`config.mk`:
```
export PLATFORM = sky130hd
export DESIGN_NAME = ghs_queue
export DESIGN_NICKNAME = d
export VERILOG_FILES = /design/src/rtl/ghs_queue.sv
export VERILOG_INCLUDE_DIRS = /design/src /design/src/rtl
export SDC_FILE = /design/constraint.sdc
export NUM_CORES = 1
export LEC_CHECK = 0
export BUFFER_PORTS_ARGS = -buffer_cell sky130_fd_sc_hd__buf_2
export CORE_MARGIN = 5
export CORE_UTILIZATION = 35
export CTS_CLUSTER_DIAMETER = 120
export DETAILED_ROUTE_END_ITERATION = 16
export GPL_TIMING_DRIVEN = 0
export PLACE_DENSITY = 0.65
export SYNTH_ARGS = -nofsm -noshare
export SYNTH_HDL_FRONTEND = slang
export SYNTH_SLANG_ARGS = --single-unit
```
`constraint.sdc`:
```
create_clock -name clk -period 5.3 [get_ports clk]
set_clock_uncertainty 0.15 [all_clocks]
set_input_delay 0.795 -clock clk [delete_from_list [all_inputs] [get_ports clk]]
set_output_delay 0.795 -clock clk [all_outputs]
set_load 0.005 [all_outputs]
```
`src/rtl/assert_macros.svh`:
```
// Assertion macros for the stencil RTL; used by the job queue.
// Each macro expects clk and arst_n in the scope where it is used.
`ifndef ASSERT_MACROS_SVH
`define ASSERT_MACROS_SVH

// The condition must hold at every clock edge outside reset.
`define ASSERT_ALWAYS(label, cond, msg) \
	label: assert property (@(posedge clk) disable iff (!arst_n) (cond)) else $error(msg);

// The consequence must hold in the cycle after the antecedent.
`define ASSERT_NEXT(label, ante, cons, msg) \
	label: assert property (@(posedge clk) disable iff (!arst_n) (ante) |=> (cons)) else $error(msg);

`endif

```
`src/rtl/ghs_queue.sv`:
```
// Short job queue between the stencil front end and the arithmetic back end.
// Generic in width and depth; uses assert_macros.svh.
`timescale 1ns / 1ps
`include "assert_macros.svh"

module ghs_queue #(
	parameter int DW    = 32,
	parameter int DEPTH = 2
) (
	input  logic          clk,
	input  logic          arst_n,
	input  logic          push,
	input  logic [DW-1:0] push_data,
	output logic          full,
	input  logic          pop,
	output logic [DW-1:0] pop_data,
	output logic          nempty
);

	localparam int PW = (DEPTH > 1) ? $clog2(DEPTH) : 1;
	localparam int CW = $clog2(DEPTH + 1);

	logic [DW-1:0] slot_q [DEPTH];
	logic [PW-1:0] wr_ptr_q;
	logic [PW-1:0] rd_ptr_q;
	logic [CW-1:0] count_q;

	// Pointers and fill count.
	always_ff @(posedge clk or negedge arst_n) begin
		if (!arst_n) begin
			wr_ptr_q <= '0;
			rd_ptr_q <= '0;
			count_q  <= '0;
		end else begin
			if (push) begin
				wr_ptr_q <= (wr_ptr_q == PW'(DEPTH - 1)) ? '0 : wr_ptr_q + 1'b1;
			end
			if (pop) begin
				rd_ptr_q <= (rd_ptr_q == PW'(DEPTH - 1)) ? '0 : rd_ptr_q + 1'b1;
			end
			if (push && !pop) begin
				count_q <= count_q + 1'b1;
			end else if (pop && !push) begin
				count_q <= count_q - 1'b1;
			end
		end
	end

	// Storage slots.
	always_ff @(posedge clk) begin
		if (push) begin
			slot_q[wr_ptr_q] <= push_data;
		end
	end

	assign full     = count_q == CW'(DEPTH);
	assign nempty   = count_q != '0;
	assign pop_data = slot_q[rd_ptr_q];

	`ASSERT_ALWAYS(a_no_push_full, !(push && full), "job pushed into a full queue")
	`ASSERT_ALWAYS(a_no_pop_empty, !(pop && !nempty), "job popped from an empty queue")
	`ASSERT_NEXT(a_count_up, push && !pop, count_q == $past(count_q) + 1'b1, "fill count lost a job")

endmodule

```
Yosys cells after proc, flatten, opt, wreduce, memory -nomap -nowiden --
Memory sizes are Yosys's and may differ from the RTL's. Index checks and enable logic that the tools add are counted.
Storage, ports and cells: bits in registers 4, bits in writable memories 64, bits of input ports 36, output and inout bits 34, logic and storage cells 21, memories kept 1
Memories:
- slot_q | depth 2, bits a word 32, rd ports 1, clocked after memory_dff 0, write ports 1, line ghs_queue.sv:23 | logic [DW-1:0] slot_q [DEPTH];
Cells by class: add/sub/neg operators 4, eq/ne operators 1, mux-type cells 6, reductions and logical operators 6
Operators by type and width (count):
- 1-bit two-way mux | 4
- 2-bit two-way mux | 2
- 2-bit nonzero test | 2
- 1-bit adder, second input constant | 2
- 2-bit by 1-bit adder with 2-bit output, second input constant | 1
- 2-bit == test, second input constant | 1
- 1-bit logical AND | 2
- 1-bit zero test | 2
- 2-bit by 1-bit subtractor with 2-bit output, second input constant | 1

Logic depth before layout (Yosys ltp) --
word-level depth 4, gate-level depth with buffers 5

Worst setup path before layout --
Ideal clock, no wire load.
path kind input to register, start input port push, end memory slot_q[0][0], enable pin, data arrival time 2.243 ns, data required time 4.725 ns, slack 2.483 ns, stages on the path 1, buffers on the path 0, cell sequence nor2b_1
Between the ends: cells in the longest elaborated chain, start to end 2
Ends and longest elaborated chain:
- from (decl) | line ghs_queue.sv:12 | input logic push,
- 1-bit two-way mux | line ghs_queue.sv:51 | if (push) begin
- 1-bit two-way mux (not written as such) | line ghs_queue.sv:52 | slot_q[wr_ptr_q] <= push_data;
- to (decl) | line ghs_queue.sv:23
Every way passes these cells.

Final worst setup path --
start register rd_ptr_q, end output port pop_data[7]
Between the ends: cells in the longest elaborated chain, start to end 1
Ends and longest elaborated chain:
- from (decl) | line ghs_queue.sv:25 | logic [PW-1:0] rd_ptr_q;
- from (signal assigned) | line ghs_queue.sv:39 | rd_ptr_q <= (rd_ptr_q == PW'(DEPTH - 1)) ? '0 : rd_ptr_q + 1'b1;
- memory read 2 x 32 bit
- to (decl) | line ghs_queue.sv:16 | output logic [DW-1:0] pop_data,
Every way passes these cells.

==> flow_summary.rst <==
.. list-table::
   :header-rows: 1

   * - Metric
     - Value
   * - Run status
     - completed
   * - Total Die Area
     - 9420 µm²
   * - Clock latency on the worst-skew pair
     - 0.32 ns
   * - Antenna-violating nets left
     - 0
   * - Synth unique cells
     - 14
   * - Worst-path clk slew
     - 0.06 ns
   * - Number of resized instances in the post-cts repair step
     - 0
   * - Vias in the first global route
     - 1343
   * - Global Route Usage Sum
     - 9.43%
   * - Number of levels the H-tree was split into
     - 3
   * - CTS tree
     - built
   * - Count of placed standard cells including taps
     - 285
   * - Count of TritonRoute iterations in the first routing pass
     - 4
   * - Portion of the post-synthesis area used by sequential elements
     - 76.3%
   * - Buffers inserted by post-CTS timing repair
     - 0
   * - Area of combinational cells with multiple inputs
     - 563 µm²
   * - Internal power
     - 0.00126 W
   * - Final core utilization
     - 45.6%
   * - CP peak stage delay
     - 0.37 ns
   * - Vias after detailed routing
     - 1279
   * - PortBufs
     - 69
   * - Highest attainable clock frequency
     - 423 MHz
   * - Arr. time, crit path
     - 1.42 ns
   * - Standby leakage power
     - 1.36 nW
   * - Final Slew Violations
     - 0
   * - Crit path kind
     - flip-flop to output pin
   * - Netlist area before placement
     - 2650 µm²
   * - Fraction of power spent switching nets
     - 26.1%
   * - Initial core utilization
     - 36.2%
   * - Global placement routability congestion
     - 0.618
   * - Total power
     - 0.00170 W
   * - Overall die width
     - 97.0 µm
   * - Final hold violations
     - 0
   * - Final setup fails
     - 0
   * - Power share of the sequential group
     - 44.1%
   * - Layout net count
     - 234
   * - Clk sinks
     - 68
   * - Post-route standard cell area excluding fillers
     - 3340 µm²
   * - Synthesized net count
     - 153
   * - Category of the worst setup path launch point
     - flip-flop
   * - Wire length of the first global-routing pass
     - 6720 µm
   * - Register area
     - 2020 µm²
   * - Per-cell via count in the routed design
     - 4.25
   * - Worst min-delay path category
     - primary input to async pin
   * - Global route overflow
     - 0
   * - Number of top-level pins
     - 70
   * - Number of antenna violations at the first check in global routing
     - 0
   * - Post-synthesis average cell area
     - 22.9 µm²
   * - First DRT Iteration DRCs
     - 24
   * - Share of cells above drive strength 1
     - 60.4%
   * - Pwr/cell area
     - 510 nW/µm²
   * - Number of warnings issued by yosys
     - 0
   * - MaxCap Viol Count
     - 0
   * - Clock buffers created by TritonCTS
     - 9
   * - Cell family with the largest share of critical-path delay
     - buffers and inverters
   * - CP max stage cell
     - sky130_fd_sc_hd__dfrtp_1
   * - Final setup TNS
     - 0 ns
   * - Non-filler cells in the finished layout
     - 301
   * - Total cell area at the placement stage
     - 3160 µm²
   * - Synthesis-stage register bit count
     - 68
   * - Portion of total power attributed to combinational logic
     - 32.7%
   * - Least-Margin Pin Slew
     - 0.811 ns
   * - Final routed DRC violation total
     - 0
   * - Total core area
     - 7330 µm²
   * - Area overhead of the layout relative to synthesis
     - 26.0%
   * - Inserted Diodes
     - 0
   * - Sw Pwr
     - 0.000444 W
   * - Detail-routed net length per standard cell
     - 14.4 µm
   * - Pin count of the biggest net entering global routing
     - 33
   * - RSZ-0062 raised after global routing
     - false
   * - Shortest period the worst path allows
     - 2.37 ns
   * - Fraction of power consumed by the clock network
     - 23.2%
   * - Data required, critical path
     - 4.36 ns
   * - Filler cells
     - 659
   * - Max Fanout on Critical Path
     - 10
   * - Worst slew margin
     - 45.9%
   * - Count of hold-fix buffers inserted at cts
     - 0
   * - Clock root buffer master
     - sky130_fd_sc_hd__clkbuf_8
   * - Maximum count of clock buffers along a single path
     - 2
   * - Aggregate routed wire length
     - 4340 µm
   * - Cell-by-cell listing of the critical path
     - buf_6, buf_12, mux2_4, buf_2
   * - Die extent in y
     - 97.0 µm
   * - Max VDD drop
     - 0.180 mV
   * - HPWL after detailed placement
     - 2860 µm
   * - Share of the clock period used by the worst path
     - 44.6%
   * - Site Rows
     - 31
   * - Buffer and inverter count on the worst path
     - 3
   * - Gate Count Post-Synth
     - 116
   * - Type of destination of the critical path
     - output pin
-- synth_stat cells --
cell | n | area, µm²
sky130_fd_sc_hd__buf_12 | 3 | 60.1
sky130_fd_sc_hd__buf_6 | 1 | 11.3
sky130_fd_sc_hd__xnor2_1 | 1 | 8.76
sky130_fd_sc_hd__mux2_2 | 3 | 33.8
sky130_fd_sc_hd__ha_1 | 1 | 12.5
sky130_fd_sc_hd__nor2b_1 | 2 | 12.5
sky130_fd_sc_hd__edfxtp_1 | 64 | 1920
sky130_fd_sc_hd__and2_1 | 1 | 6.26
sky130_fd_sc_hd__dfrtp_1 | 4 | 100
sky130_fd_sc_hd__or2_2 | 1 | 6.26
sky130_fd_sc_hd__inv_1 | 1 | 3.75
sky130_fd_sc_hd__mux2_4 | 29 | 435
sky130_fd_sc_hd__nor2_1 | 1 | 3.75
sky130_fd_sc_hd__xor2_1 | 4 | 35.0
-- placed cells by master, fill, tap and decap left out --
cell type	count
sky130_fd_sc_hd__and2_2	1
sky130_fd_sc_hd__buf_12	3
sky130_fd_sc_hd__buf_16	1
sky130_fd_sc_hd__buf_2	69
sky130_fd_sc_hd__buf_6	1
sky130_fd_sc_hd__bufinv_16	1
sky130_fd_sc_hd__clkbuf_1	2
sky130_fd_sc_hd__clkbuf_8	9
sky130_fd_sc_hd__clkinv_1	1
sky130_fd_sc_hd__clkinv_2	2
sky130_fd_sc_hd__clkinv_4	1
sky130_fd_sc_hd__dfrtp_1	4
sky130_fd_sc_hd__edfxtp_1	64
sky130_fd_sc_hd__ha_1	1
sky130_fd_sc_hd__inv_1	1
sky130_fd_sc_hd__mux2_2	3
sky130_fd_sc_hd__mux2_4	29
sky130_fd_sc_hd__nor2_1	1
sky130_fd_sc_hd__nor2b_1	1
sky130_fd_sc_hd__nor2b_4	1
sky130_fd_sc_hd__or2_2	1
sky130_fd_sc_hd__xnor2_1	1
sky130_fd_sc_hd__xor2_1	4
-- final cells by class --
class / count / area share (%)
sequential: 68 / 60.5
multi-input combinational: 43 / 16.9
buffer: 4 / 2.13
clock inverter: 5 / 1.57
tap: 99 / 3.71
clock buffer: 11 / 3.93
inverter: 1 / 0.112
timing repair buffer: 70 / 11.2
-- metrics by stage --
step	hold WS (ns)	setup slack (ns)
6_report	0.115	2.93
4_1_cts	0.0892	2.89
5_1_grt	0.0983	2.88
3_3_place_gp	0.319	1.40
3_5_place_dp	0.324	3.10
2_1_floorplan	0.297	2.48
-- path summary, 6_finish.rpt --
check	slack (ns)	from	end	cells after the start
hold reg to reg	0.34	count_q[1]$_DFFE_PN0P_	count_q[1]$_DFFE_PN0P_	1
max in group asynchronous	4.77	arst_n	rd_ptr_q$_DFFE_PN0P_	1
setup / recovery	2.93	rd_ptr_q$_DFFE_PN0P_	pop_data[7]	4
setup reg to reg	3.65	wr_ptr_q$_DFFE_PN0P_	slot_q[1][14]$_DFFE_PP_	1
min in group clk	0.34	count_q[1]$_DFFE_PN0P_	count_q[1]$_DFFE_PN0P_	1
hold / removal	0.11	arst_n	count_q[0]$_DFFE_PN0P_	1
-- power groups by stage --
stage / clock network [W] / registers (W) / logic (W)
floorplan: 0 / 0.000755 / 0.000380
global placement: 0 / 0.000762 / 0.000555
detailed placement: 0 / 0.000762 / 0.000575
CTS: 0.000410 / 0.000752 / 0.000575
global route: 0.000433 / 0.000760 / 0.000602
finish: 0.000396 / 0.000751 / 0.000557
-- state kept, by name (all words and copies together), names as in the netlist --
signal / flops
slot_q: 64
count_q: 2
wr_ptr_q: 1
rd_ptr_q: 1
-- logic make-up (layout without fill, tap and decap cells) --
family	Yosys count	after routing	synth area share (%)
xor+xnor	5	5	1.65
simple gates	5	5	1.09
fa+ha+maj	1	1	0.472
flops	68	68	76.3
buf+inv	5	91	2.83
mux	32	32	17.7
-- per-layer routing --
layer | GRT usage [%] | part of all wire [%] | wire [µm]
met2 | 15.2 | 49 | 2120
met1 | 10.5 | 43 | 1870
met3 | 4.32 | 6.8 | 296
met5 | 0 | 0 | 0
met4 | 4.86 | 1.3 | 57
No activity file was read; power rests on OpenSTA's default activity.
