===== src/rtl/assert_macros.svh =====
// Assertion macros for the stencil RTL; used by the job queue.
// Each macro expects clk and arst_n in the scope where it is used.
`ifndef ASSERT_MACROS_SVH
`define ASSERT_MACROS_SVH

// The condition must hold at every clock edge outside reset.
`define ASSERT_ALWAYS(label, cond, msg) \
	label: assert property (@(posedge clk) disable iff (!arst_n) (cond)) else $error(msg);

// The consequence must hold in the cycle after the antecedent.
`define ASSERT_NEXT(label, ante, cons, msg) \
	label: assert property (@(posedge clk) disable iff (!arst_n) (ante) |=> (cons)) else $error(msg);

`endif


===== src/rtl/ghs_pkg.sv =====
// Package for the gradient and Hessian stencil: widths, reset values, codes and helpers.
// Used by the front end, the back end and the top level; depends on nothing.
`timescale 1ns / 1ps

package ghs_pkg;

	// Grid limits and register reset values.
	localparam int MAX_GRID_DEF = 1024;
	localparam int GRID_MIN     = 5;
	localparam int GS_W         = 11;
	localparam int RCP_W        = 32;
	localparam int CFG_IDX_W    = 2;
	localparam logic [GS_W-1:0]  GRID_RESET         = 11'd1024;
	localparam logic [RCP_W-1:0] RECIP_TWO_RESET    = 32'd32768;
	localparam logic [RCP_W-1:0] RECIP_TWELVE_RESET = 32'd5461;

	// Datapath widths.
	localparam int SAMPLE_W = 32;
	localparam int LANES    = 4;
	localparam int WIN      = 5;
	localparam int NUM_W    = 39;
	localparam int MAG_W    = 38;
	localparam int PROD_W   = MAG_W + RCP_W;
	localparam int FRAC_W   = 16;
	localparam int SC_W     = 56;
	localparam int SQ_W     = 56;
	localparam int RAD_W    = 2 * SQ_W + 1;
	localparam int ROOT_W   = 57;
	localparam int OUT_W    = 48;
	localparam int SAT_IN_W = 60;
	localparam int QDEPTH   = 2;

	// Stencil weights.
	localparam logic signed [NUM_W-1:0] C16 = 39'sd16;
	localparam logic signed [NUM_W-1:0] C30 = 39'sd30;

	localparam logic [PROD_W:0] ROUND_HALF = (PROD_W+1)'(1) << (FRAC_W - 1);

	typedef enum logic [CFG_IDX_W-1:0] {
		CFG_GRID_SIZE    = 2'd0,
		CFG_RECIP_TWO    = 2'd1,
		CFG_RECIP_TWELVE = 2'd2
	} cfg_idx_t;

	typedef enum logic [1:0] {
		FR_IDLE,
		FR_UPDATE,
		FR_EVAL
	} fr_state_t;

	typedef enum logic [2:0] {
		BK_IDLE,
		BK_SCALE,
		BK_SQ_GO,
		BK_SQUARE,
		BK_ROOT,
		BK_DONE
	} bk_state_t;

	// Exact stencil sums for one interior point.
	typedef struct packed {
		logic signed [NUM_W-1:0] dx;
		logic signed [NUM_W-1:0] dy;
		logic signed [NUM_W-1:0] nxx;
		logic signed [NUM_W-1:0] nyy;
		logic signed [NUM_W-1:0] nxy;
	} num_t;

	// Magnitude of a stencil sum.
	function automatic logic [MAG_W-1:0] num_mag(input logic signed [NUM_W-1:0] v);
		logic [NUM_W-1:0] a;
		a = v[NUM_W-1] ? NUM_W'(-v) : NUM_W'(v);
		return a[MAG_W-1:0];
	endfunction

	// Round a Q54.16 product magnitude to nearest, ties away from zero, then apply the sign.
	function automatic logic signed [SC_W-1:0] scale_round(input logic [PROD_W-1:0] prod,
			input logic neg);
		logic [PROD_W:0] rnd;
		logic [SC_W-1:0] m;
		rnd = {1'b0, prod} + ROUND_HALF;
		m = {1'b0, rnd[PROD_W:FRAC_W]};
		return neg ? SC_W'(-m) : SC_W'(m);
	endfunction

	// Clamp to the signed 48-bit output range.
	function automatic logic signed [OUT_W-1:0] sat48(input logic signed [SAT_IN_W-1:0] v);
		logic [SAT_IN_W-OUT_W:0] hi_bits;
		hi_bits = v[SAT_IN_W-1:OUT_W-1];
		if (hi_bits == '0 || hi_bits == '1) begin
			return v[OUT_W-1:0];
		end else if (v[SAT_IN_W-1]) begin
			return {1'b1, {(OUT_W-1){1'b0}}};
		end else begin
			return {1'b0, {(OUT_W-1){1'b1}}};
		end
	endfunction

endpackage


===== src/rtl/ghs_sermul.sv =====
// Shift-and-add unsigned multiplier, one multiplier bit per cycle.
// Uses no package; instantiated by the stencil back end.
`timescale 1ns / 1ps

module ghs_sermul #(
	parameter int AW = 32,
	parameter int BW = 32
) (
	input  logic             clk,
	input  logic             arst_n,
	input  logic             start,
	input  logic [AW-1:0]    a,
	input  logic [BW-1:0]    b,
	output logic             done,
	output logic [AW+BW-1:0] product
);

	localparam int CNTW = $clog2(BW + 1);

	logic [AW+BW-1:0] acc_q;
	logic [AW-1:0]    mcand_q;
	logic [BW-1:0]    mpl_q;
	logic [CNTW-1:0]  cnt_q;
	logic             done_q;
	logic [AW:0]      sum;

	// Add the multiplicand into the upper half when the current multiplier bit is set.
	assign sum = {1'b0, acc_q[AW+BW-1:BW]} + (mpl_q[0] ? {1'b0, mcand_q} : '0);

	// Step counter and completion pulse.
	always_ff @(posedge clk or negedge arst_n) begin
		if (!arst_n) begin
			cnt_q  <= '0;
			done_q <= 1'b0;
		end else begin
			done_q <= !start && (cnt_q == CNTW'(1));
			if (start) begin
				cnt_q <= CNTW'(BW);
			end else if (cnt_q != '0) begin
				cnt_q <= cnt_q - 1'b1;
			end
		end
	end

	// The multiplier and the partial product shift right by one each step.
	always_ff @(posedge clk) begin
		if (start) begin
			acc_q   <= '0;
			mcand_q <= a;
			mpl_q   <= b;
		end else if (cnt_q != '0) begin
			acc_q <= {sum, acc_q[BW-1:1]};
			mpl_q <= mpl_q >> 1;
		end
	end

	assign done    = done_q;
	assign product = acc_q;

endmodule


===== src/rtl/ghs_isqrt.sv =====
// Digit-by-digit floor square root, one result bit per cycle.
// Uses no package; instantiated by the stencil back end.
`timescale 1ns / 1ps

module ghs_isqrt #(
	parameter int RT = 57
) (
	input  logic              clk,
	input  logic              arst_n,
	input  logic              start,
	input  logic [2*RT-1:0]   radicand,
	output logic              done,
	output logic [RT-1:0]     root
);

	localparam int RW   = 2 * RT;
	localparam int RM   = RT + 2;
	localparam int CNTW = $clog2(RT + 1);

	logic [RW-1:0]   rad_q;
	logic [RM-1:0]   rem_q;
	logic [RT-1:0]   root_q;
	logic [CNTW-1:0] cnt_q;
	logic            done_q;
	logic [RM+1:0]   rem_sh;
	logic [RM+1:0]   trial;
	logic [RM+1:0]   diff;
	logic            ge;

	// Bring down the next two radicand bits and try the next root bit.
	assign rem_sh = {rem_q, rad_q[RW-1:RW-2]};
	assign trial  = {2'b00, root_q, 2'b01};
	assign ge     = rem_sh >= trial;
	assign diff   = rem_sh - trial;

	// Step counter and completion pulse.
	always_ff @(posedge clk or negedge arst_n) begin
		if (!arst_n) begin
			cnt_q  <= '0;
			done_q <= 1'b0;
		end else begin
			done_q <= !start && (cnt_q == CNTW'(1));
			if (start) begin
				cnt_q <= CNTW'(RT);
			end else if (cnt_q != '0) begin
				cnt_q <= cnt_q - 1'b1;
			end
		end
	end

	// Remainder, root and radicand shift registers.
	always_ff @(posedge clk) begin
		if (start) begin
			rad_q  <= radicand;
			rem_q  <= '0;
			root_q <= '0;
		end else if (cnt_q != '0) begin
			rad_q  <= rad_q << 2;
			rem_q  <= ge ? diff[RM-1:0] : rem_sh[RM-1:0];
			root_q <= {root_q[RT-2:0], ge};
		end
	end

	assign done = done_q;
	assign root = root_q;

endmodule


===== src/rtl/ghs_back.sv =====
// Stencil back end: reciprocal scaling, squares, square root, eigenvalues and the result register.
// Depends on ghs_pkg, ghs_sermul and ghs_isqrt.
`timescale 1ns / 1ps

module ghs_back #(
	parameter int CW = 10
) (
	input  logic                                clk,
	input  logic                                arst_n,
	input  logic                                q_valid,
	output logic                                q_pop,
	input  ghs_pkg::num_t                       q_num,
	input  logic [CW-1:0]                       q_row,
	input  logic [CW-1:0]                       q_col,
	input  logic                                q_last,
	input  logic [ghs_pkg::RCP_W-1:0]           recip_two,
	input  logic [ghs_pkg::RCP_W-1:0]           recip_twelve,
	output logic                                out_valid,
	input  logic                                out_ready,
	output logic [CW-1:0]                       row,
	output logic [CW-1:0]                       col,
	output logic signed [ghs_pkg::OUT_W-1:0]    grad_x,
	output logic signed [ghs_pkg::OUT_W-1:0]    grad_y,
	output logic signed [ghs_pkg::OUT_W-1:0]    eig_plus,
	output logic signed [ghs_pkg::OUT_W-1:0]    eig_minus,
	output logic                                last_point
);

	localparam int MW = ghs_pkg::MAG_W;
	localparam int RW = ghs_pkg::RCP_W;
	localparam int PW = ghs_pkg::PROD_W;
	localparam int SW = ghs_pkg::SC_W;
	localparam int QW = ghs_pkg::SQ_W;
	localparam int TW = ghs_pkg::ROOT_W;
	localparam int XW = ghs_pkg::SAT_IN_W;

	ghs_pkg::bk_state_t state_q, state_d;

	logic               sc_start, sq_start, rt_start, load;
	logic [4:0]         sc_done_v;
	logic [1:0]         sq_done_v;
	logic               sc_done, sq_done, rt_done;
	logic [PW-1:0]      p_gx, p_gy, p_xx, p_yy, p_xy;
	logic [2*QW-1:0]    p_d, p_m;
	logic [TW-1:0]      root;
	logic [4:0]         neg_q;
	logic [CW-1:0]      row_q, col_q;
	logic               last_q;
	logic signed [SW-1:0] gx_q, gy_q, fxx_q, fyy_q, fxy_q;
	logic signed [SW:0] d_w, m_w, s_w;
	logic [SW:0]        d_abs, m_abs;
	logic [ghs_pkg::RAD_W-1:0] rad_w;
	logic out_valid_q;

	// Reciprocal scaling of the five stencil sums.
	ghs_sermul #(.AW(MW), .BW(RW)) u_mul_gx (
		.clk(clk), .arst_n(arst_n), .start(sc_start), .a(ghs_pkg::num_mag(q_num.dx)),
		.b(recip_two), .done(sc_done_v[0]), .product(p_gx));
	ghs_sermul #(.AW(MW), .BW(RW)) u_mul_gy (
		.clk(clk), .arst_n(arst_n), .start(sc_start), .a(ghs_pkg::num_mag(q_num.dy)),
		.b(recip_two), .done(sc_done_v[1]), .product(p_gy));
	ghs_sermul #(.AW(MW), .BW(RW)) u_mul_xx (
		.clk(clk), .arst_n(arst_n), .start(sc_start), .a(ghs_pkg::num_mag(q_num.nxx)),
		.b(recip_twelve), .done(sc_done_v[2]), .product(p_xx));
	ghs_sermul #(.AW(MW), .BW(RW)) u_mul_yy (
		.clk(clk), .arst_n(arst_n), .start(sc_start), .a(ghs_pkg::num_mag(q_num.nyy)),
		.b(recip_twelve), .done(sc_done_v[3]), .product(p_yy));
	ghs_sermul #(.AW(MW), .BW(RW)) u_mul_xy (
		.clk(clk), .arst_n(arst_n), .start(sc_start), .a(ghs_pkg::num_mag(q_num.nxy)),
		.b(recip_twelve >> 2), .done(sc_done_v[4]), .product(p_xy));

	// Squares of (fxx - fyy) and 2 fxy.
	assign d_w   = (SW+1)'(fxx_q) - (SW+1)'(fyy_q);
	assign m_w   = (SW+1)'(fxy_q) <<< 1;
	assign d_abs = d_w[SW] ? (SW+1)'(-d_w) : (SW+1)'(d_w);
	assign m_abs = m_w[SW] ? (SW+1)'(-m_w) : (SW+1)'(m_w);

	ghs_sermul #(.AW(QW), .BW(QW)) u_sq_d (
		.clk(clk), .arst_n(arst_n), .start(sq_start), .a(d_abs[QW-1:0]), .b(d_abs[QW-1:0]),
		.done(sq_done_v[0]), .product(p_d));
	ghs_sermul #(.AW(QW), .BW(QW)) u_sq_m (
		.clk(clk), .arst_n(arst_n), .start(sq_start), .a(m_abs[QW-1:0]), .b(m_abs[QW-1:0]),
		.done(sq_done_v[1]), .product(p_m));

	// Floor root of the sum of squares.
	assign rad_w = ghs_pkg::RAD_W'(p_d) + ghs_pkg::RAD_W'(p_m);

	ghs_isqrt #(.RT(TW)) u_root (
		.clk(clk), .arst_n(arst_n), .start(rt_start), .radicand((2*TW)'(rad_w)),
		.done(rt_done), .root(root));

	assign sc_done = &sc_done_v;
	assign sq_done = &sq_done_v;
	assign load    = (state_q == ghs_pkg::BK_DONE) && (!out_valid_q || out_ready);

	// Next state.
	always_comb begin
		state_d = state_q;
		unique case (state_q)
			ghs_pkg::BK_IDLE:   if (q_valid) state_d = ghs_pkg::BK_SCALE;
			ghs_pkg::BK_SCALE:  if (sc_done) state_d = ghs_pkg::BK_SQ_GO;
			ghs_pkg::BK_SQ_GO:  state_d = ghs_pkg::BK_SQUARE;
			ghs_pkg::BK_SQUARE: if (sq_done) state_d = ghs_pkg::BK_ROOT;
			ghs_pkg::BK_ROOT:   if (rt_done) state_d = ghs_pkg::BK_DONE;
			ghs_pkg::BK_DONE:   if (load) state_d = ghs_pkg::BK_IDLE;
			default:            state_d = ghs_pkg::BK_IDLE;
		endcase
	end

	// State outputs.
	always_comb begin
		q_pop    = 1'b0;
		sc_start = 1'b0;
		sq_start = 1'b0;
		rt_start = 1'b0;
		unique case (state_q)
			ghs_pkg::BK_IDLE: begin
				q_pop    = q_valid;
				sc_start = q_valid;
			end
			ghs_pkg::BK_SQ_GO:  sq_start = 1'b1;
			ghs_pkg::BK_SQUARE: rt_start = sq_done;
			default: ;
		endcase
	end

	// Control registers.
	always_ff @(posedge clk or negedge arst_n) begin
		if (!arst_n) begin
			state_q     <= ghs_pkg::BK_IDLE;
			out_valid_q <= 1'b0;
		end else begin
			state_q <= state_d;
			if (load) begin
				out_valid_q <= 1'b1;
			end else if (out_ready) begin
				out_valid_q <= 1'b0;
			end
		end
	end

	assign s_w = (SW+1)'(fxx_q) + (SW+1)'(fyy_q);

	// Job fields, scaled values and the result register.
	always_ff @(posedge clk) begin
		if (q_pop) begin
			neg_q  <= {q_num.nxy[ghs_pkg::NUM_W-1], q_num.nyy[ghs_pkg::NUM_W-1],
				q_num.nxx[ghs_pkg::NUM_W-1], q_num.dy[ghs_pkg::NUM_W-1],
				q_num.dx[ghs_pkg::NUM_W-1]};
			row_q  <= q_row;
			col_q  <= q_col;
			last_q <= q_last;
		end
		if (state_q == ghs_pkg::BK_SCALE && sc_done) begin
			gx_q  <= ghs_pkg::scale_round(p_gx, neg_q[0]);
			gy_q  <= ghs_pkg::scale_round(p_gy, neg_q[1]);
			fxx_q <= ghs_pkg::scale_round(p_xx, neg_q[2]);
			fyy_q <= ghs_pkg::scale_round(p_yy, neg_q[3]);
			fxy_q <= ghs_pkg::scale_round(p_xy, neg_q[4]);
		end
		if (load) begin
			row        <= row_q;
			col        <= col_q;
			last_point <= last_q;
			grad_x     <= ghs_pkg::sat48(XW'(gx_q));
			grad_y     <= ghs_pkg::sat48(XW'(gy_q));
			eig_plus   <= ghs_pkg::sat48(XW'(s_w) + XW'(signed'({1'b0, root})));
			eig_minus  <= ghs_pkg::sat48(XW'(s_w) - XW'(signed'({1'b0, root})));
		end
	end

	assign out_valid = out_valid_q;

endmodule


===== config.mk =====
export PLATFORM = sky130hd
export DESIGN_NAME = ghs_back
export DESIGN_NICKNAME = d
export VERILOG_FILES = /design/src/rtl/assert_macros.svh /design/src/rtl/ghs_pkg.sv /design/src/rtl/ghs_sermul.sv /design/src/rtl/ghs_isqrt.sv /design/src/rtl/ghs_back.sv
export SDC_FILE = /design/constraint.sdc
export NUM_CORES = 2
export LEC_CHECK = 0
export BUFFER_PORTS_ARGS = -buffer_cell sky130_fd_sc_hd__buf_2
export CORE_MARGIN = 1.5
export CORE_UTILIZATION = 55
export CTS_CLUSTER_DIAMETER = 40
export DETAILED_ROUTE_END_ITERATION = 16
export PLACE_DENSITY = 0.71
export REMOVE_ABC_BUFFERS = 1
export SLEW_MARGIN = 20
export SYNTH_ARGS = -nofsm -noshare
export SYNTH_HDL_FRONTEND = slang
export SYNTH_SLANG_ARGS = --single-unit

===== constraint.sdc =====
create_clock -name clk -period 63.3 [get_ports clk]
set_input_delay 3.165 -clock clk [delete_from_list [all_inputs] [get_ports clk]]
set_output_delay 3.165 -clock clk [all_outputs]
set_load 0.01 [all_outputs]

Yosys cells after proc, flatten, opt, wreduce, memory -nomap -nowiden
Cells that the tools add are included.
{"block": "totals", "rom_bits": 0, "reg_bits": 1955, "output_inout_bits": 215, "input_bits": 284, "latchBits": 0, "n_memories": 0, "ramBits": 0, "word_cells": 240}
{"block": "op_classes", "shifts": 0, "reduce_logical": 44, "addsub": 38, "multipliers": 0, "n_eq_ne": 22, "order_cmp": 1, "n_div": 0, "n_mux": 71, "bitwise": 0}
{"cell": "56-bit two-way mux", "count": 8}
{"cell": "48-bit two-way mux", "count": 8}
{"cell": "38-bit two-way mux", "count": 10}
{"cell": "70-bit by 16-bit adder with 71-bit output (second input constant)", "count": 5}
{"cell": "55-bit negator with 56-bit output", "count": 5}
{"cell": "55-bit two-way mux", "count": 5}
{"cell": "32-bit two-way mux", "count": 8}
{"cell": "113-bit two-way mux", "count": 2}
{"cell": "38-bit by 39-bit adder with 39-bit output", "count": 5}
{"cell": "38-bit negator", "count": 5}
{"cell": "56-bit by 57-bit adder with 57-bit output", "count": 2}
{"cell": "112-bit by 112-bit adder with 113-bit output", "count": 1}
{"cell": "56-bit negator", "count": 2}
{"cell": "6-bit two-way mux", "count": 16}
{"cell": "61-bit by 59-bit >= comparator with 1-bit output", "count": 1}
{"cell": "30-bit two-way mux", "count": 2}
{"cell": "57-bit by 58-bit adder with 59-bit output", "count": 1}
{"cell": "59-bit two-way mux", "count": 1}
{"cell": "57-bit by 58-bit subtractor with 59-bit output", "count": 1}
{"cell": "59-bit subtractor", "count": 1}
{"cell": "56-bit by 56-bit adder with 57-bit output", "count": 1}
{"cell": "56-bit by 56-bit subtractor with 57-bit output", "count": 1}
{"cell": "13-bit equality test (second input constant)", "count": 4}
{"cell": "13-bit logical NOT", "count": 4}
{"cell": "18 further kinds", "count": 77}

Depth between registers and ports, before layout
{"block": "logic_depth", "ltp_word": 5, "depth_mapped": 33, "ltp_nobuf": 30}

Modules after synthesis
Synthesis repeated with hierarchy kept, for this count alone.
{"block": "unflattened", "hier_cells": 14648, "hier_area_um2": 132903.7}
{"mod": "ghs_back", "seq_area_each_um2": 15685.0, "n_inst": 1, "cells_per_inst": 7224, "area_per_inst_um2": 58770.1}
{"mod": "ghs_sermul (u_sq_d ...)", "seq_area_each_um2": 5780.5, "n_inst": 2, "cells_per_inst": 1196, "area_per_inst_um2": 11711.2}
{"mod": "ghs_sermul (u_mul_xy ...)", "seq_area_each_um2": 3678.5, "n_inst": 2, "cells_per_inst": 729, "area_per_inst_um2": 7489.7}
{"mod": "ghs_isqrt", "seq_area_each_um2": 5920.7, "n_inst": 1, "cells_per_inst": 1436, "area_per_inst_um2": 13544.2}
{"mod": "ghs_sermul (u_mul_xx)", "seq_area_each_um2": 3678.5, "n_inst": 1, "cells_per_inst": 764, "area_per_inst_um2": 7502.2}
{"mod": "ghs_sermul (u_mul_gy)", "seq_area_each_um2": 3678.5, "n_inst": 1, "cells_per_inst": 695, "area_per_inst_um2": 7350.8}
{"mod": "ghs_sermul (u_mul_gx)", "seq_area_each_um2": 3678.5, "n_inst": 1, "cells_per_inst": 679, "area_per_inst_um2": 7334.5}

Worst setup path after synthesis
OpenSTA, ideal clock, no wires.
{"block": "synth_path", "path_type": "reg-to-reg", "start": "register state_q[1]", "end": "register fxx_q[0], enable pin", "stages_incl_launch_ff": 3, "t_required_ns": 61.694, "setup_slack_ns": 34.663, "arrival_ns": 27.031, "n_path_buf": 1, "path_cell_list": "dfrtp_1 clkbuf_1 nor4_1"}
{"block": "synth_via", "elab_chain_cells": 2}
{"element": "from (decl)", "line": "ghs_back.sv:37", "rtl": "ghs_pkg::bk_state_t state_q, state_d;"}
{"element": "from (signal assigned)", "line": "ghs_back.sv:130", "rtl": "state_q <= ghs_pkg::BK_IDLE;"}
{"element": "from (signal assigned)", "line": "ghs_back.sv:133", "rtl": "state_q <= state_d;"}
{"element": "3-bit by 1-bit equality test with 1-bit output", "line": "ghs_back.sv:154", "rtl": "if (state_q == ghs_pkg::BK_SCALE && sc_done) begin"}
{"element": "1-bit logical AND", "line": "ghs_back.sv:154"}
{"element": "to (signal assigned)", "line": "ghs_back.sv:157", "rtl": "fxx_q <= ghs_pkg::scale_round(p_xx, neg_q[2]);"}
{"element": "to (decl)", "line": "ghs_back.sv:49", "rtl": "logic signed [SW-1:0] gx_q, gy_q, fxx_q, fyy_q, fxy_q;"}
No other way between the ends.
A chain may end at the register's enable or synchronous reset.

Worst setup path in the final report
{"block": "layout_path", "start": "register fxx_q[4]", "end": "register eig_plus[14] (netlist name) (data pin)"}
{"block": "layout_via", "elab_chain_cells": 5, "elab_cells_between_ends": 7, "classes_between": "add/sub: 2; eq/ne: 1; mux: 2; reduce/logical: 2"}
{"element": "56-bit by 56-bit adder with 57-bit output *", "line": "ghs_back.sv:142", "rtl": "assign s_w = (SW+1)'(fxx_q) + (SW+1)'(fyy_q);"}
{"element": "57-bit by 58-bit adder with 59-bit output *", "line": "ghs_back.sv:167", "rtl": "eig_plus <= ghs_pkg::sat48(XW'(s_w) + XW'(signed'({1'b0, root})));"}
{"element": "13-bit equality test / 13-bit logical NOT (equally long branches)", "line": "ghs_pkg.sv:90", "rtl": "if (hi_bits == '0 || hi_bits == '1) begin"}
{"element": "1-bit logical OR", "line": "ghs_pkg.sv:90"}
{"element": "48-bit two-way mux *", "line": "ghs_pkg.sv:90"}
{"element": "to (signal assigned)", "line": "ghs_back.sv:167"}
{"element": "to (decl)", "line": "ghs_back.sv:24", "rtl": "output logic signed [ghs_pkg::OUT_W-1:0] eig_plus,"}
Every way passes the cells marked *; elsewhere a longest branch is shown, timed or not.

==> flow_metrics.tcl <==
set metrics [dict create \
    setup_viol 0 \
    maxSlewHeadroom 0.2052 \
    fp.dieW_microns 483.2 \
    layout.nets 15810 \
    cp.required_ps 63940 \
    io_pins 499 \
    cp.arrival_ps 10620 \
    htree_levels 5 \
    ant_nets 0 \
    crit_path_end_kind "register" \
    hold_viol 0 \
    viasPerCell 5.915 \
    grt_max_degree 210 \
    io_buffers 498 \
    fin_crit_sh 0.1576 \
    clock_tree.root_cell "clkbuf_16" \
    cap_violations 0 \
    dr.pass1.iters 6 \
    rows 176 \
    reg2reg_from "fxx_q[4]" \
    finalClockSkew_ps 54.74 \
    avgSynthCellArea_sq_um 8.660 \
    report.final.slew_viol_count 0 \
    cts_hold_buffers 0 \
    synth_mux_area_frac 0.009204 \
    synth_top_family_by_area "simple AND/OR/NAND/NOR gates" \
    r2r_setup_slack_ps 53320 \
    grt_pass1_vias 98970 \
    dpl.hpwl_mm 254.6 \
    slowest_stage "a2111oi_0" \
    hold_path.startpoint "row_q[4]" \
    cts_buffers 338 \
    drt-initial-drc-count 9362 \
    clk_pin_slew_ps 50 \
    grt_overflow 0 \
    vdd_drop_max_mv 0.03127 \
    place.gp.congestion 0.9753 \
    synth_ff_type "edfxtp_1" \
    synth.distinct_cells 96 \
    cpPeakStageDelay_ps 950 \
    hold_path_end "row[4]" \
    worstSetupStartpointType "register" \
    synth_xor_xnor_area_share 0.1045 \
    syn_area_sq_mm 0.1268 \
    synth_fa_ha_area_frac 0.07420 \
    clock_path_buffers 4 \
    clock_sinks 1879 \
    post_cts_buffers 0 \
    coreArea_sq_mm 0.2297 \
    crit_type "reg2reg" \
    status "complete, no violations" \
    yosys.area.top_type "edfxtp_1" \
    start_util 0.5522 \
    insertion_delay_ps 950 \
    cellLeakagePower_nw 57.38 \
    synth_top_area_share 0.2848 \
    worst_pin_slew_ps 1162 \
    final.setup.tns_ps 0 \
    path_common_cell "nor2_1" \
    hp-class "reg2reg" \
    grt_antenna_before_repair 48 \
    synth_edf_count 1203 \
    fillers 19680 \
    vias 107000 \
    syn_to_final_growth_pct 12.47 \
    drc 0 \
    synth_top_cells_by_area "edfxtp_1 (28%), dfxtp_1 (9.7%), xnor2_1 (7.6%)" \
    hold_depth 0 \
    min_period_ps 9977 \
    wl_per_cell_microns 19.11 \
    synthArstFlopShare 0.03193 \
    max_clock_freq_mhz 100.2 \
    power_w 0.007013 \
    syn_inst 14650 \
    power.density_mw_per_mm2 49.16 \
    drive_above_1_share 0.09405 \
    yosysMostFrequentCell "nand2_1" \
    ys_warn_count 0 \
    cp_max_fo 25 \
    die-area_sq_mm 0.2335 \
    ys_ff_latch 1879 \
    reg2reg_to "eig_plus[14]" \
    track_usage 0.2849 \
    die_height_microns 483.2 \
    post_cts_resized 0 \
    rsz0062_at_grt "no" \
    cts_tree "built" \
    synth-simple-area-share 0.1990 \
    wirelength_mm 345.6 \
    synth_commonest_cells "nand2_1 (2382), a21oi_1 (1390), edfxtp_1 (1203), xnor2_1 (1105), o21ai_0 (833)" \
    synth_compound_area_frac 0.1810 \
    grt_pass1_wl_mm 544.0 \
    ys_seq_area_frac 0.3939 \
    reg2reg_depth 29 \
]
placed cells by master, fill, tap and decap left out, drive strengths merged, types with 123 or more instances in the layout:
cell / instances
and2: 371
o21ai: 836
nand4: 206
nand2: 2382
a211oi: 149
buf: 596
a21o: 335
nand2b: 148
inv: 540
a31oi: 156
dfxtp: 616
nor3: 318
or3: 155
and3: 151
nand3: 340
xnor2: 1105
edfxtp: 1203
nor2: 789
nor4: 123
ha: 733
a21oi: 1390
xor2: 408
clkbuf: 385
o31ai: 151
o21bai: 125
logic make-up after synthesis:
family,Yosys count
compound gates,3750
mux,108
flops,1879
buf+inv,1286
fa+ha+maj,745
simple gates,5366
xor+xnor,1513
sequential cells by signal (all words and copies together) (netlist names), 56 cells and up:
register and count:
u_root.rad_q 114, u_root.rem_q 59, u_sq_m.product 112, u_sq_d.product 112, u_sq_d.mcand_q 56, u_root.root 57, u_sq_d.mpl_q 56, gy_q 56
gx_q 56, u_sq_m.mpl_q 56, fyy_q 56, fxy_q 56, fxx_q 56
area by class of cell:
type	count	area, sq um	share of cell area
Sequential cell	1879	49960	0.3502
Timing Repair Buffer	597	3289	0.02306
Antenna cell	16	40.04	0.0002807
Clock buffer	384	8932	0.06262
Clock inverter	223	2549	0.01787
Tap cell	3026	3786	0.02654
Multi-Input combinational cell	11480	72280	0.5067
Inverter	480	1818	0.01274
report_power, final:
| group | switching [W] | total (W) | internal, W |
|---|---|---|---|
| Combinational | 0.00181 | 0.00309 | 0.00129 |
| Clock | 0.000662 | 0.00184 | 0.00117 |
| Sequential | 0.000329 | 0.00208 | 0.00176 |
| Total | 0.00280 | 0.00701 | 0.00422 |
through the flow:
stage / setup slack [ps] / hold slack (ps) / std cells / utilization / cell area, sq um
2_1_floorplan: 34740 / 400.3 / 13840 / - / 123800
3_3_place_gp: 53770 / 400.6 / 17460 / 0.5708 / 131100
3_5_place_dp: 53570 / 405.2 / 17460 / 0.5708 / 131100
4_1_cts: 53550 / 410.4 / 18070 / 0.6208 / 142600
5_1_grt: 52690 / 420.0 / 18070 / 0.6209 / 142600
6_report: 53320 / 410.9 / 18090 / 0.6211 / 142600
worst max path at each step:
stage | slack [ps] | start | depth (start not counted) | end
floorplan | 34740 | state_q[1] | 1 | fxx_q[0]
global placement | 53770 | fxx_q[4] | 29 | eig_plus[14]
detailed placement | 53570 | fxx_q[4] | 29 | eig_plus[14]
CTS | 53550 | fxx_q[4] | 29 | eig_plus[14]
global route | 52690 | fxx_q[4] | 29 | eig_plus[14]
finish | 53320 | fxx_q[4] | 29 | eig_plus[14]
worst max-delay path, delay by kind of cell, from the launching register on:
kind / cells / cell delay (ps)
buffers and inverters: 1 / 360
flip-flops: 1 / 390
adder cells (fa/ha/maj): 2 / 930
XOR/XNOR: 2 / 400
AO/OA/AOI/OAI: 14 / 4370
AND/OR/NAND/NOR: 10 / 3190
metal layers:
layer,routed length (microns),GRT usage
met1,157200,0.3997
met2,152100,0.4417
met3,24330,0.05241
met4,11460,0.09556
met5,428,0
Power figures use the tool's default switching activity.
